===== config.mk =====
export PLATFORM = sky130hd
export DESIGN_NAME = infix_to_postfix_converter_top
export DESIGN_NICKNAME = d
export VERILOG_FILES = /design/src/rtl/itp_pkg.sv /design/src/rtl/infix_to_postfix_converter_top.sv /design/src/rtl/itp_ctrl.sv /design/src/rtl/itp_datapath.sv
export SDC_FILE = /design/constraint.sdc
export NUM_CORES = 1
export LEC_CHECK = 0
export BUFFER_PORTS_ARGS = -buffer_cell sky130_fd_sc_hd__clkbuf_2
export CAP_MARGIN = 10
export CELL_PAD_IN_SITES_DETAIL_PLACEMENT = 1
export CELL_PAD_IN_SITES_GLOBAL_PLACEMENT = 2
export CORE_ASPECT_RATIO = 2
export CORE_MARGIN = 2
export CORE_UTILIZATION = 30
export DETAILED_ROUTE_END_ITERATION = 12
export PLACE_DENSITY_LB_ADDON = 0.15
export SETUP_SLACK_MARGIN = 0.2
export SKIP_LAST_GASP = 1
export SYNTH_ARGS = -nofsm -noshare
export SYNTH_HDL_FRONTEND = slang
export SYNTH_SLANG_ARGS = --single-unit

===== constraint.sdc =====
create_clock -name clk -period 16.4 [get_ports clk]
set_clock_uncertainty 0.2 [all_clocks]
set_input_delay 1.64 -clock clk [delete_from_list [all_inputs] [get_ports clk]]
set_output_delay 1.64 -clock clk [all_outputs]
set_load 0.05 [all_outputs]

===== src/rtl/itp_pkg.sv =====
// Package for the infix to postfix converter: token and operator codes,
// stack sizing, precedence and pair-check functions, controller types.
// No dependencies.
`timescale 1ns / 1ps
`default_nettype none

package itp_pkg;

    localparam int STACK_DEPTH = 16;
    localparam int CNT_W       = $clog2(STACK_DEPTH + 1);
    localparam int IDX_W       = $clog2(STACK_DEPTH);
    localparam int ENTRY_W     = 5;
    localparam int TAG_W       = 32;

    typedef enum logic [2:0] {
        CLS_NUMBER   = 3'd0,
        CLS_VARIABLE = 3'd1,
        CLS_CALL     = 3'd2,
        CLS_LPAREN   = 3'd3,
        CLS_RPAREN   = 3'd4,
        CLS_OPERATOR = 3'd5
    } token_class_t;

    typedef enum logic [3:0] {
        OP_PLUS  = 4'd0,
        OP_SUB   = 4'd1,
        OP_MOD   = 4'd2,
        OP_MUL   = 4'd3,
        OP_DIV   = 4'd4,
        OP_LNOT  = 4'd5,
        OP_XOR   = 4'd6,
        OP_AND   = 4'd7,
        OP_OR    = 4'd8,
        OP_BNOT  = 4'd9,
        OP_SET   = 4'd10,
        OP_CAST  = 4'd11
    } op_code_t;

    typedef enum logic [1:0] {
        ERR_NONE     = 2'd0,
        ERR_SEQUENCE = 2'd1,
        ERR_OVERFLOW = 2'd2
    } err_code_t;

    // Source of a result loaded into the lookahead stage
    typedef enum logic [1:0] {
        SRC_OPERAND,
        SRC_POP,
        SRC_ERR_SEQ,
        SRC_ERR_OVF
    } src_sel_t;

    typedef enum logic [2:0] {
        ST_IDLE,
        ST_EVAL,
        ST_RPOP,
        ST_OPOP,
        ST_FLUSH,
        ST_FINISH
    } state_t;

    typedef struct packed {
        logic     capture;
        logic     produce;
        src_sel_t src;
        logic     pop;
        logic     push;
        logic     set_prev;
        logic     clear_stack;
        logic     end_expr;
        logic     set_skip;
        logic     finish;
    } itp_cmd_t;

    typedef struct packed {
        logic       skipping;
        logic       illegal;
        logic [2:0] tok_class;
        logic       tok_end;
        logic       count_zero;
        logic       full;
        logic       top_lparen;
        logic       prec_ok;
        logic       slot_ok;
        logic       out_free;
        logic       hold_valid;
    } itp_status_t;

    function automatic logic signed [3:0] prec_of(input logic [3:0] op);
        logic signed [3:0] p;
        case (op) inside
            OP_BNOT:                p = 4'sd5;
            OP_CAST:                p = 4'sd4;
            OP_MOD, OP_MUL, OP_DIV: p = 4'sd3;
            OP_PLUS, OP_SUB:        p = 4'sd2;
            OP_XOR, OP_AND, OP_OR:  p = 4'sd1;
            OP_SET:                 p = 4'sd0;
            default:                p = -4'sd1;
        endcase
        return p;
    endfunction

    function automatic logic pair_legal(input logic [2:0] prev, input logic [2:0] cur);
        logic ok;
        case (prev) inside
            CLS_NUMBER, CLS_VARIABLE, CLS_CALL, CLS_RPAREN:
                ok = (cur == CLS_RPAREN) || (cur == CLS_OPERATOR);
            CLS_LPAREN, CLS_OPERATOR:
                ok = (cur inside {CLS_NUMBER, CLS_VARIABLE, CLS_CALL, CLS_LPAREN});
            default:
                ok = 1'b0;
        endcase
        return ok;
    endfunction

endpackage

`default_nettype wire


===== src/rtl/infix_to_postfix_converter_top.sv =====
// Top level of the infix to postfix converter (shunting-yard).
// Joins itp_ctrl and itp_datapath; uses itp_pkg.
//
//  port   | dir | tdata, low bits up          | tuser, low bits up                | tlast
//  s_axis | in  | [3:0] op, [35:4] tag, pad   | [2:0] token_class                 | expression_end
//  m_axis | out | [3:0] op, [35:4] tag, pad   | [2:0] class, [4:3] err, [5] done  | last_of_run
//
// A token is accepted in ST_IDLE and evaluated in ST_EVAL; a token skipped after an error ends there.
// An operand, a left paren or an error found on evaluation then goes on to the hand-off state, ST_FINISH.
// Right paren and operator pop entries in ST_RPOP or ST_OPOP, one entry at a time, before hand-off;
// an end mark also flushes every stack entry, one at a time, in ST_FLUSH.
// Reset clears the stack count and expression state; stack contents are not reset.
// A stalled m_axis holds up pops and hand-off once output register and lookahead are full.
`timescale 1ns / 1ps
`default_nettype none

module infix_to_postfix_converter_top
    import itp_pkg::*;
(
    input  wire logic        clk,
    input  wire logic        rst_n,
    input  wire logic        s_axis_tvalid,
    output logic             s_axis_tready,
    input  wire logic [39:0] s_axis_tdata,   // operator_code, operand_tag, pad
    input  wire logic [2:0]  s_axis_tuser,   // token_class
    input  wire logic        s_axis_tlast,
    output logic             m_axis_tvalid,
    input  wire logic        m_axis_tready,
    output logic [39:0]      m_axis_tdata,   // out_operator, out_operand, pad
    output logic [5:0]       m_axis_tuser,   // out_class, error_code, expression_done
    output logic             m_axis_tlast
);

    itp_cmd_t    cmd;
    itp_status_t sts;

    itp_ctrl u_ctrl (
        .clk           (clk),
        .rst_n         (rst_n),
        .s_axis_tvalid (s_axis_tvalid),
        .s_axis_tready (s_axis_tready),
        .sts           (sts),
        .cmd           (cmd)
    );

    itp_datapath u_datapath (
        .clk           (clk),
        .rst_n         (rst_n),
        .s_axis_tdata  (s_axis_tdata),
        .s_axis_tuser  (s_axis_tuser),
        .s_axis_tlast  (s_axis_tlast),
        .m_axis_tvalid (m_axis_tvalid),
        .m_axis_tready (m_axis_tready),
        .m_axis_tdata  (m_axis_tdata),
        .m_axis_tuser  (m_axis_tuser),
        .m_axis_tlast  (m_axis_tlast),
        .cmd           (cmd),
        .sts           (sts)
    );

    // a new token never arrives with a result still in the lookahead
    assert property (@(posedge clk) disable iff (!rst_n)
        s_axis_tready |-> !sts.hold_valid)
        else $error("token accepted with lookahead full");

    // a result is only made when there is room to move the previous one on
    assert property (@(posedge clk) disable iff (!rst_n)
        cmd.produce |-> sts.slot_ok)
        else $error("result produced without a free slot");

    // an error beat closes its run
    assert property (@(posedge clk) disable iff (!rst_n)
        (m_axis_tvalid && (m_axis_tuser[4:3] != ERR_NONE)) |-> m_axis_tlast)
        else $error("error beat not last of run");

    // expression done only on the last beat of a run
    assert property (@(posedge clk) disable iff (!rst_n)
        (m_axis_tvalid && m_axis_tuser[5]) |-> m_axis_tlast)
        else $error("expression done without last");

endmodule

`default_nettype wire


===== src/rtl/itp_ctrl.sv =====
// Controller state machine for the infix to postfix converter.
// Sequences evaluation, pop loops, flush and result hand-off. Uses itp_pkg.
`timescale 1ns / 1ps
`default_nettype none

module itp_ctrl
    import itp_pkg::*;
(
    input  wire logic        clk,
    input  wire logic        rst_n,
    input  wire logic        s_axis_tvalid,
    output logic             s_axis_tready,
    input  wire itp_status_t sts,
    output itp_cmd_t         cmd
);

    state_t state_reg;
    state_t state_next;

    always_ff @(posedge clk or negedge rst_n)
    begin
        if (!rst_n)
        begin
            state_reg <= ST_IDLE;
        end
        else
        begin
            state_reg <= state_next;
        end
    end

    always_comb
    begin
        state_next    = state_reg;
        cmd           = '0;
        cmd.src       = SRC_OPERAND;
        s_axis_tready = 1'b0;

        case (state_reg)
            ST_IDLE:
            begin
                s_axis_tready = 1'b1;
                if (s_axis_tvalid)
                begin
                    cmd.capture = 1'b1;
                    state_next  = ST_EVAL;
                end
            end

            ST_EVAL:
            begin
                // lookahead stage is always empty here, so a result can be made
                if (sts.skipping)
                begin
                    cmd.end_expr = sts.tok_end;
                    state_next   = ST_IDLE;
                end
                else if (sts.illegal)
                begin
                    cmd.produce     = 1'b1;
                    cmd.src         = SRC_ERR_SEQ;
                    cmd.clear_stack = 1'b1;
                    cmd.end_expr    = sts.tok_end;
                    cmd.set_skip    = !sts.tok_end;
                    state_next      = ST_FINISH;
                end
                else if (sts.tok_class inside {CLS_NUMBER, CLS_VARIABLE, CLS_CALL})
                begin
                    cmd.produce  = 1'b1;
                    cmd.src      = SRC_OPERAND;
                    cmd.set_prev = 1'b1;
                    state_next   = sts.tok_end ? ST_FLUSH : ST_FINISH;
                end
                else if (sts.tok_class == CLS_LPAREN)
                begin
                    if (sts.full)
                    begin
                        cmd.produce     = 1'b1;
                        cmd.src         = SRC_ERR_OVF;
                        cmd.clear_stack = 1'b1;
                        cmd.end_expr    = sts.tok_end;
                        cmd.set_skip    = !sts.tok_end;
                        state_next      = ST_FINISH;
                    end
                    else
                    begin
                        cmd.push     = 1'b1;
                        cmd.set_prev = 1'b1;
                        state_next   = sts.tok_end ? ST_FLUSH : ST_FINISH;
                    end
                end
                else if (sts.tok_class == CLS_RPAREN)
                begin
                    state_next = ST_RPOP;
                end
                else
                begin
                    state_next = ST_OPOP;
                end
            end

            ST_RPOP:
            begin
                if (!sts.count_zero && !sts.top_lparen)
                begin
                    if (sts.slot_ok)
                    begin
                        cmd.produce = 1'b1;
                        cmd.src     = SRC_POP;
                    end
                end
                else
                begin
                    // drop the matching left paren, if any
                    cmd.pop      = !sts.count_zero;
                    cmd.set_prev = 1'b1;
                    state_next   = sts.tok_end ? ST_FLUSH : ST_FINISH;
                end
            end

            ST_OPOP:
            begin
                if (!sts.count_zero && !sts.top_lparen && sts.prec_ok)
                begin
                    if (sts.slot_ok)
                    begin
                        cmd.produce = 1'b1;
                        cmd.src     = SRC_POP;
                    end
                end
                else if (sts.full)
                begin
                    if (sts.slot_ok)
                    begin
                        cmd.produce     = 1'b1;
                        cmd.src         = SRC_ERR_OVF;
                        cmd.clear_stack = 1'b1;
                        cmd.end_expr    = sts.tok_end;
                        cmd.set_skip    = !sts.tok_end;
                        state_next      = ST_FINISH;
                    end
                end
                else
                begin
                    cmd.push     = 1'b1;
                    cmd.set_prev = 1'b1;
                    state_next   = sts.tok_end ? ST_FLUSH : ST_FINISH;
                end
            end

            ST_FLUSH:
            begin
                if (!sts.count_zero)
                begin
                    if (sts.slot_ok)
                    begin
                        cmd.produce = 1'b1;
                        cmd.src     = SRC_POP;
                    end
                end
                else
                begin
                    cmd.end_expr = 1'b1;
                    state_next   = ST_FINISH;
                end
            end

            ST_FINISH:
            begin
                if (!sts.hold_valid)
                begin
                    state_next = ST_IDLE;
                end
                else if (sts.out_free)
                begin
                    cmd.finish = 1'b1;
                    state_next = ST_IDLE;
                end
            end

            default:
            begin
                state_next = ST_IDLE;
            end
        endcase
    end

endmodule

`default_nettype wire


===== src/rtl/itp_datapath.sv =====
// Datapath for the infix to postfix converter: token register, operator
// stack, expression state, one-result lookahead and output register. Uses itp_pkg.
`timescale 1ns / 1ps
`default_nettype none

module itp_datapath
    import itp_pkg::*;
(
    input  wire logic        clk,
    input  wire logic        rst_n,
    input  wire logic [39:0] s_axis_tdata,
    input  wire logic [2:0]  s_axis_tuser,
    input  wire logic        s_axis_tlast,
    output logic             m_axis_tvalid,
    input  wire logic        m_axis_tready,
    output logic [39:0]      m_axis_tdata,
    output logic [5:0]       m_axis_tuser,
    output logic             m_axis_tlast,
    input  wire itp_cmd_t    cmd,
    output itp_status_t      sts
);

    // token register
    logic [2:0]       tok_class_reg;
    logic [3:0]       tok_op_reg;
    logic [TAG_W-1:0] tok_tag_reg;
    logic             tok_end_reg;

    // expression state
    logic [ENTRY_W-1:0] stack_reg [STACK_DEPTH];
    logic [CNT_W-1:0]   count_reg;
    logic [CNT_W-1:0]   count_next;
    logic [2:0]         prev_reg;
    logic [2:0]         prev_next;
    logic               skip_reg;
    logic               skip_next;

    // lookahead and output stage
    logic             hold_valid_reg;
    logic             hold_valid_next;
    logic [2:0]       hold_class_reg;
    logic [3:0]       hold_op_reg;
    logic [TAG_W-1:0] hold_tag_reg;
    logic [1:0]       hold_err_reg;
    logic             out_valid_reg;
    logic             out_valid_next;
    logic [2:0]       out_class_reg;
    logic [3:0]       out_op_reg;
    logic [TAG_W-1:0] out_tag_reg;
    logic [1:0]       out_err_reg;
    logic             out_done_reg;
    logic             out_last_reg;

    logic [CNT_W-1:0]   count_m1;
    logic [IDX_W-1:0]   top_idx;
    logic [IDX_W-1:0]   push_idx;
    logic [ENTRY_W-1:0] top_entry;
    logic [ENTRY_W-1:0] push_entry;
    logic               do_pop;
    logic               out_free;
    logic               out_load;
    logic [2:0]         new_class;
    logic [3:0]         new_op;
    logic [TAG_W-1:0]   new_tag;
    logic [1:0]         new_err;

    assign count_m1   = count_reg - CNT_W'(1);
    assign top_idx    = count_m1[IDX_W-1:0];
    assign push_idx   = count_reg[IDX_W-1:0];
    assign top_entry  = stack_reg[top_idx];
    assign push_entry = (tok_class_reg == CLS_LPAREN) ? {1'b1, 4'd0} : {1'b0, tok_op_reg};
    assign do_pop     = cmd.pop || (cmd.produce && (cmd.src == SRC_POP));
    assign out_free   = !out_valid_reg || m_axis_tready;
    assign out_load   = (cmd.produce && hold_valid_reg) || cmd.finish;

    always_comb
    begin
        sts.skipping   = skip_reg;
        sts.illegal    = !pair_legal(prev_reg, tok_class_reg)
                         || ((tok_class_reg == CLS_OPERATOR) && (tok_op_reg > OP_CAST));
        sts.tok_class  = tok_class_reg;
        sts.tok_end    = tok_end_reg;
        sts.count_zero = (count_reg == '0);
        sts.full       = (count_reg == CNT_W'(STACK_DEPTH));
        sts.top_lparen = top_entry[ENTRY_W-1];
        sts.prec_ok    = prec_of(tok_op_reg) <= prec_of(top_entry[3:0]);
        sts.slot_ok    = !hold_valid_reg || out_free;
        sts.out_free   = out_free;
        sts.hold_valid = hold_valid_reg;
    end

    // result selection
    always_comb
    begin
        new_class = CLS_NUMBER;
        new_op    = '0;
        new_tag   = '0;
        new_err   = ERR_NONE;
        case (cmd.src)
            SRC_OPERAND:
            begin
                new_class = tok_class_reg;
                new_tag   = tok_tag_reg;
            end
            SRC_POP:
            begin
                if (top_entry[ENTRY_W-1])
                begin
                    new_class = CLS_LPAREN;
                end
                else
                begin
                    new_class = CLS_OPERATOR;
                    new_op    = top_entry[3:0];
                end
            end
            SRC_ERR_SEQ:
            begin
                new_err = ERR_SEQUENCE;
            end
            SRC_ERR_OVF:
            begin
                new_err = ERR_OVERFLOW;
            end
            default:
            begin
                new_err = ERR_NONE;
            end
        endcase
    end

    always_comb
    begin
        count_next = count_reg;
        if (cmd.clear_stack || cmd.end_expr)
        begin
            count_next = '0;
        end
        else if (cmd.push)
        begin
            count_next = count_reg + CNT_W'(1);
        end
        else if (do_pop)
        begin
            count_next = count_m1;
        end

        prev_next = prev_reg;
        if (cmd.end_expr)
        begin
            prev_next = CLS_OPERATOR;
        end
        else if (cmd.set_prev)
        begin
            prev_next = tok_class_reg;
        end

        skip_next = skip_reg;
        if (cmd.end_expr)
        begin
            skip_next = 1'b0;
        end
        else if (cmd.set_skip)
        begin
            skip_next = 1'b1;
        end

        hold_valid_next = hold_valid_reg;
        if (cmd.produce)
        begin
            hold_valid_next = 1'b1;
        end
        else if (cmd.finish)
        begin
            hold_valid_next = 1'b0;
        end

        out_valid_next = out_valid_reg;
        if (out_load)
        begin
            out_valid_next = 1'b1;
        end
        else if (m_axis_tready)
        begin
            out_valid_next = 1'b0;
        end
    end

    always_ff @(posedge clk or negedge rst_n)
    begin
        if (!rst_n)
        begin
            count_reg      <= '0;
            prev_reg       <= CLS_OPERATOR;
            skip_reg       <= 1'b0;
            hold_valid_reg <= 1'b0;
            out_valid_reg  <= 1'b0;
        end
        else
        begin
            count_reg      <= count_next;
            prev_reg       <= prev_next;
            skip_reg       <= skip_next;
            hold_valid_reg <= hold_valid_next;
            out_valid_reg  <= out_valid_next;
        end
    end

    // payload, no reset
    always_ff @(posedge clk)
    begin
        if (cmd.capture)
        begin
            tok_op_reg    <= s_axis_tdata[3:0];
            tok_tag_reg   <= s_axis_tdata[35:4];
            tok_class_reg <= s_axis_tuser;
            tok_end_reg   <= s_axis_tlast;
        end
        if (cmd.push)
        begin
            stack_reg[push_idx] <= push_entry;
        end
        if (cmd.produce)
        begin
            hold_class_reg <= new_class;
            hold_op_reg    <= new_op;
            hold_tag_reg   <= new_tag;
            hold_err_reg   <= new_err;
        end
        if (out_load)
        begin
            out_class_reg <= hold_class_reg;
            out_op_reg    <= hold_op_reg;
            out_tag_reg   <= hold_tag_reg;
            out_err_reg   <= hold_err_reg;
            out_last_reg  <= cmd.finish;
            out_done_reg  <= cmd.finish && tok_end_reg;
        end
    end

    assign m_axis_tvalid = out_valid_reg;
    assign m_axis_tdata  = {4'd0, out_tag_reg, out_op_reg};
    assign m_axis_tuser  = {out_done_reg, out_err_reg, out_class_reg};
    assign m_axis_tlast  = out_last_reg;

endmodule

`default_nettype wire


==> qor.csv <==
metric,value,unit
pwr dens,224.7,nW/um^2
Die Wd,123.2,microns
critical path peak fanout,44,
top post-synthesis cells by count,"edfxtp_1 (204), and2_1 (38), nand2_1 (31), nor2_1 (28), mux4_2 (23)",
worst setup path end,u_datapath.out_op_reg[1]$_DFFE_PP_,
CP Launch Type,register,
combinational power share,38.8,%
Resize count post-CTS,0,
grt ovf,0,
reg2reg end,u_datapath.out_op_reg[1]$_DFFE_PP_,
layout cells sized above 1,26.79,%
"Distinct cells, synth",55,
"Primary FF master, synth",edfxtp_1,
FF-to-FF setup slack,8980,ps
Post-Synth Adder-Cell Area,1.439,%
Setup Total Neg Slack,0,ps
clock share of power,20.7,%
Max-Cap Viols,0,
H-tree Lvls,1,
Fin. Hold Viols,0,
P_sw,0.8773,mW
Async SR Flop Fraction,6.422,%
RePlAce Congestion,0.7671,
Seq pwr share,40.4,%
critical path type,reg -> reg,
Worst setup EP type,register,
leakage power,3.526,nW
via count,4435,
Nets,647,
critical path data arrival time,7350,ps
R2R cell count,18,
crit share post-route,45.27,%
Peak supply drop,0.00009950,V
Yosys Warn Count,0,
Internal,1.374,mW
drt pass-1 iters,4,
Synth Cell Area,8522,sq um
Starting Density,30.34,%
post-synth top area cell,edfxtp_1,
global-route wire length before repair,29350,microns
post-CTS setup buffers,0,
Slew Limit Fails,0,
Ant. Diodes,0,
antenna violations before repair,0,
hold-fix buffers at CTS,0,
I/O Pins,97,
unrepaired setup endpoints after global routing,false,
core area,28080,sq um
Syn Inst Count,490,
Area Overhead vs Synth,17.55,%
Hold Path Class,reg -> reg,
Post-Synth XOR/XNOR Area,0.7194,%
post-synthesis simple-gate area fraction,8.237,%
CP startpoint,u_datapath.count_reg[0]$_DFFE_PN0P_,
# port buffers,88,
main combinational cell family by area after synthesis,simple AND/OR/NAND/NOR gates,
clk buf depth,3,
Slew HR,32.67,%
status,finished clean,
Clock Pin Slew Worst Setup and Hold Paths,70,ps
switch share,38.97,%
number of synthesized flops with an enable pin,204,
via/cell ratio,4.634,
Post-Route WL,18980,microns
Synth top area share,71.88,%
Skew-Pair Late Insertion Delay,520,ps
worst slew pin tran,1010,ps
Final Total Pwr,2.251,mW
max reg flops,80,
"flops & latches, synth",218,
Compound-Gate Fraction of Synth Area,3.994,%
most common cell in the netlist,edfxtp_1,
r2r startpoint,u_datapath.count_reg[0]$_DFFE_PN0P_,
cts bufs inserted,21,
vias in the first global route,5092,
TritonCTS clock tree,done,
Remaining DRCs,0,
Peak Freq,0.1347,GHz
Routed Antenna Nets,0,
GRT Total Usage,13.16,%
"top cells by area, synth","edfxtp_1 (72%), mux4_2 (6.1%), dfrtp_1 (3.5%)",
syn avg cell area,17.39,sq um
HPWL after detailed placement,13580,microns
post-synthesis mux area share,7.796,%
post-synthesis sequential area ratio,76.02,%
Period minus WS final,7423,ps
pin count of the biggest net entering global routing,45,
Final setup viols,0,
Critical Path RT,16330,ps
# clock sinks,218,
initial DRC count,163,
DIE AREA,29850,sq um
Die Ht,242.4,microns
clk root buf,clkbuf_16,
wire per inst,19.83,microns
Fill cells,2837,
number of cell rows,87,
## worst max-delay path, cell delays in order, from the launching register on
cell and delay (ps):
dfrtp_1 330, buf_4 410, inv_1 170, ha_1 980
mux4_2 460, mux4_2 530, inv_1 120, a21oi_1 60
or2_2 300, a21boi_0 150, ha_1 330, a211o_1 310
o211ai_1 190, o21ai_0 200, a2111oi_2 450, o21a_2 250
o21bai_4 130, buf_4 490, a21o_2 900
## cells in the final DEF (no fill, tap or decap), types with 3 or more instances in the layout
cell type	n
edfxtp_1	204
clkbuf_2	88
and2_1	38
nand2_1	31
nor2_1	28
mux4_2	23
clkbuf_16	21
a21oi_1	14
o21ai_0	13
inv_1	12
dfrtp_1	12
mux2i_1	11
ha_1	9
nand3_1	6
clkinv_1	6
nor3_1	6
nor2b_1	5
buf_4	5
nand2b_1	4
conb_1	4
or2_2	3
o21a_1	3
and3_1	3
nand4_1	3
nand3b_1	3
## power by group through the flow
stage                     clock network (mW)  logic (mW)  registers (mW)
after floorplan                            0       0.459            1.11
after global placement                     0       0.885           0.918
after detailed placement                   0       0.900           0.926
after CTS                              0.484       0.903           0.915
after global routing                   0.501       0.964           0.928
final                                  0.467       0.874           0.910
## cells by family (layout without fill, tap and decap cells)
family,Yosys count,in the layout
AO/OA/AOI/OAI,52,52
other,1,4
buffers and inverters,32,140
adder cells (fa/ha/maj),10,10
AND/OR/NAND/NOR,136,136
XOR/XNOR,4,4
multiplexers,37,37
flip-flops,218,218
## worst min path at each step
stage / slack [ps] / startpoint / endpoint / cells past startpoint
final: 210 / u_datapath.hold_tag_reg[28]$_SDFFCE_PP0P_ / u_datapath.out_tag_reg[28]$_DFFE_PP_ / 0
after global routing: 220 / u_datapath.hold_tag_reg[28]$_SDFFCE_PP0P_ / u_datapath.out_tag_reg[28]$_DFFE_PP_ / 0
after CTS: 220 / u_datapath.hold_tag_reg[24]$_SDFFCE_PP0P_ / u_datapath.out_tag_reg[24]$_DFFE_PP_ / 0
after detailed placement: 210 / u_datapath.hold_tag_reg[23]$_SDFFCE_PP0P_ / u_datapath.out_tag_reg[23]$_DFFE_PP_ / 0
after global placement: 200 / u_datapath.hold_tag_reg[24]$_SDFFCE_PP0P_ / u_datapath.out_tag_reg[24]$_DFFE_PP_ / 0
after floorplan: 200 / u_datapath.hold_class_reg[0]$_DFFE_PP_ / u_datapath.out_class_reg[0]$_DFFE_PP_ / 0
## routing by layer
| metal | track usage [%] | wire (microns) | vias to the layer above | part of all wire, % |
|---|---|---|---|---|
| met1 | 13.36 | 6733 | 2248 | 35 |
| met5 | 0 | 0 | - | 0 |
| met3 | 1.977 | 735 | 35 | 3.9 |
| met4 | 5.882 | 690 | 0 | 3.6 |
| met2 | 25.37 | 10820 | 101 | 57 |
| li1 | - | - | 2051 | - |
## area by class of cell
class,count,area (sq um),area share [%]
clock buffers,23,533.0,5.321
multi-input cells,243,1924,19.21
repair buffers,93,478.0,4.771
well taps,356,445.4,4.447
flip-flops and latches,218,6479,64.68
inverters,13,48.80,0.4871
clock inverters,11,108.9,1.087
## per-stage QoR
step / setup slack (ps) / util, % / instance area, sq um / hold slack [ps] / cells
global route: 8253 / 35.67 / 10020 / 222.3 / 957
global placement: 8811 / 33.38 / 9375 / 201.5 / 923
finish: 8977 / 35.67 / 10020 / 214.3 / 957
floorplan: 8883 / - / 8533 / 200.3 / 493
detailed placement: 8694 / 33.38 / 9375 / 205.6 / 923
CTS: 8670 / 35.67 / 10020 / 220.7 / 957
(Power assumes the default switching activity.)
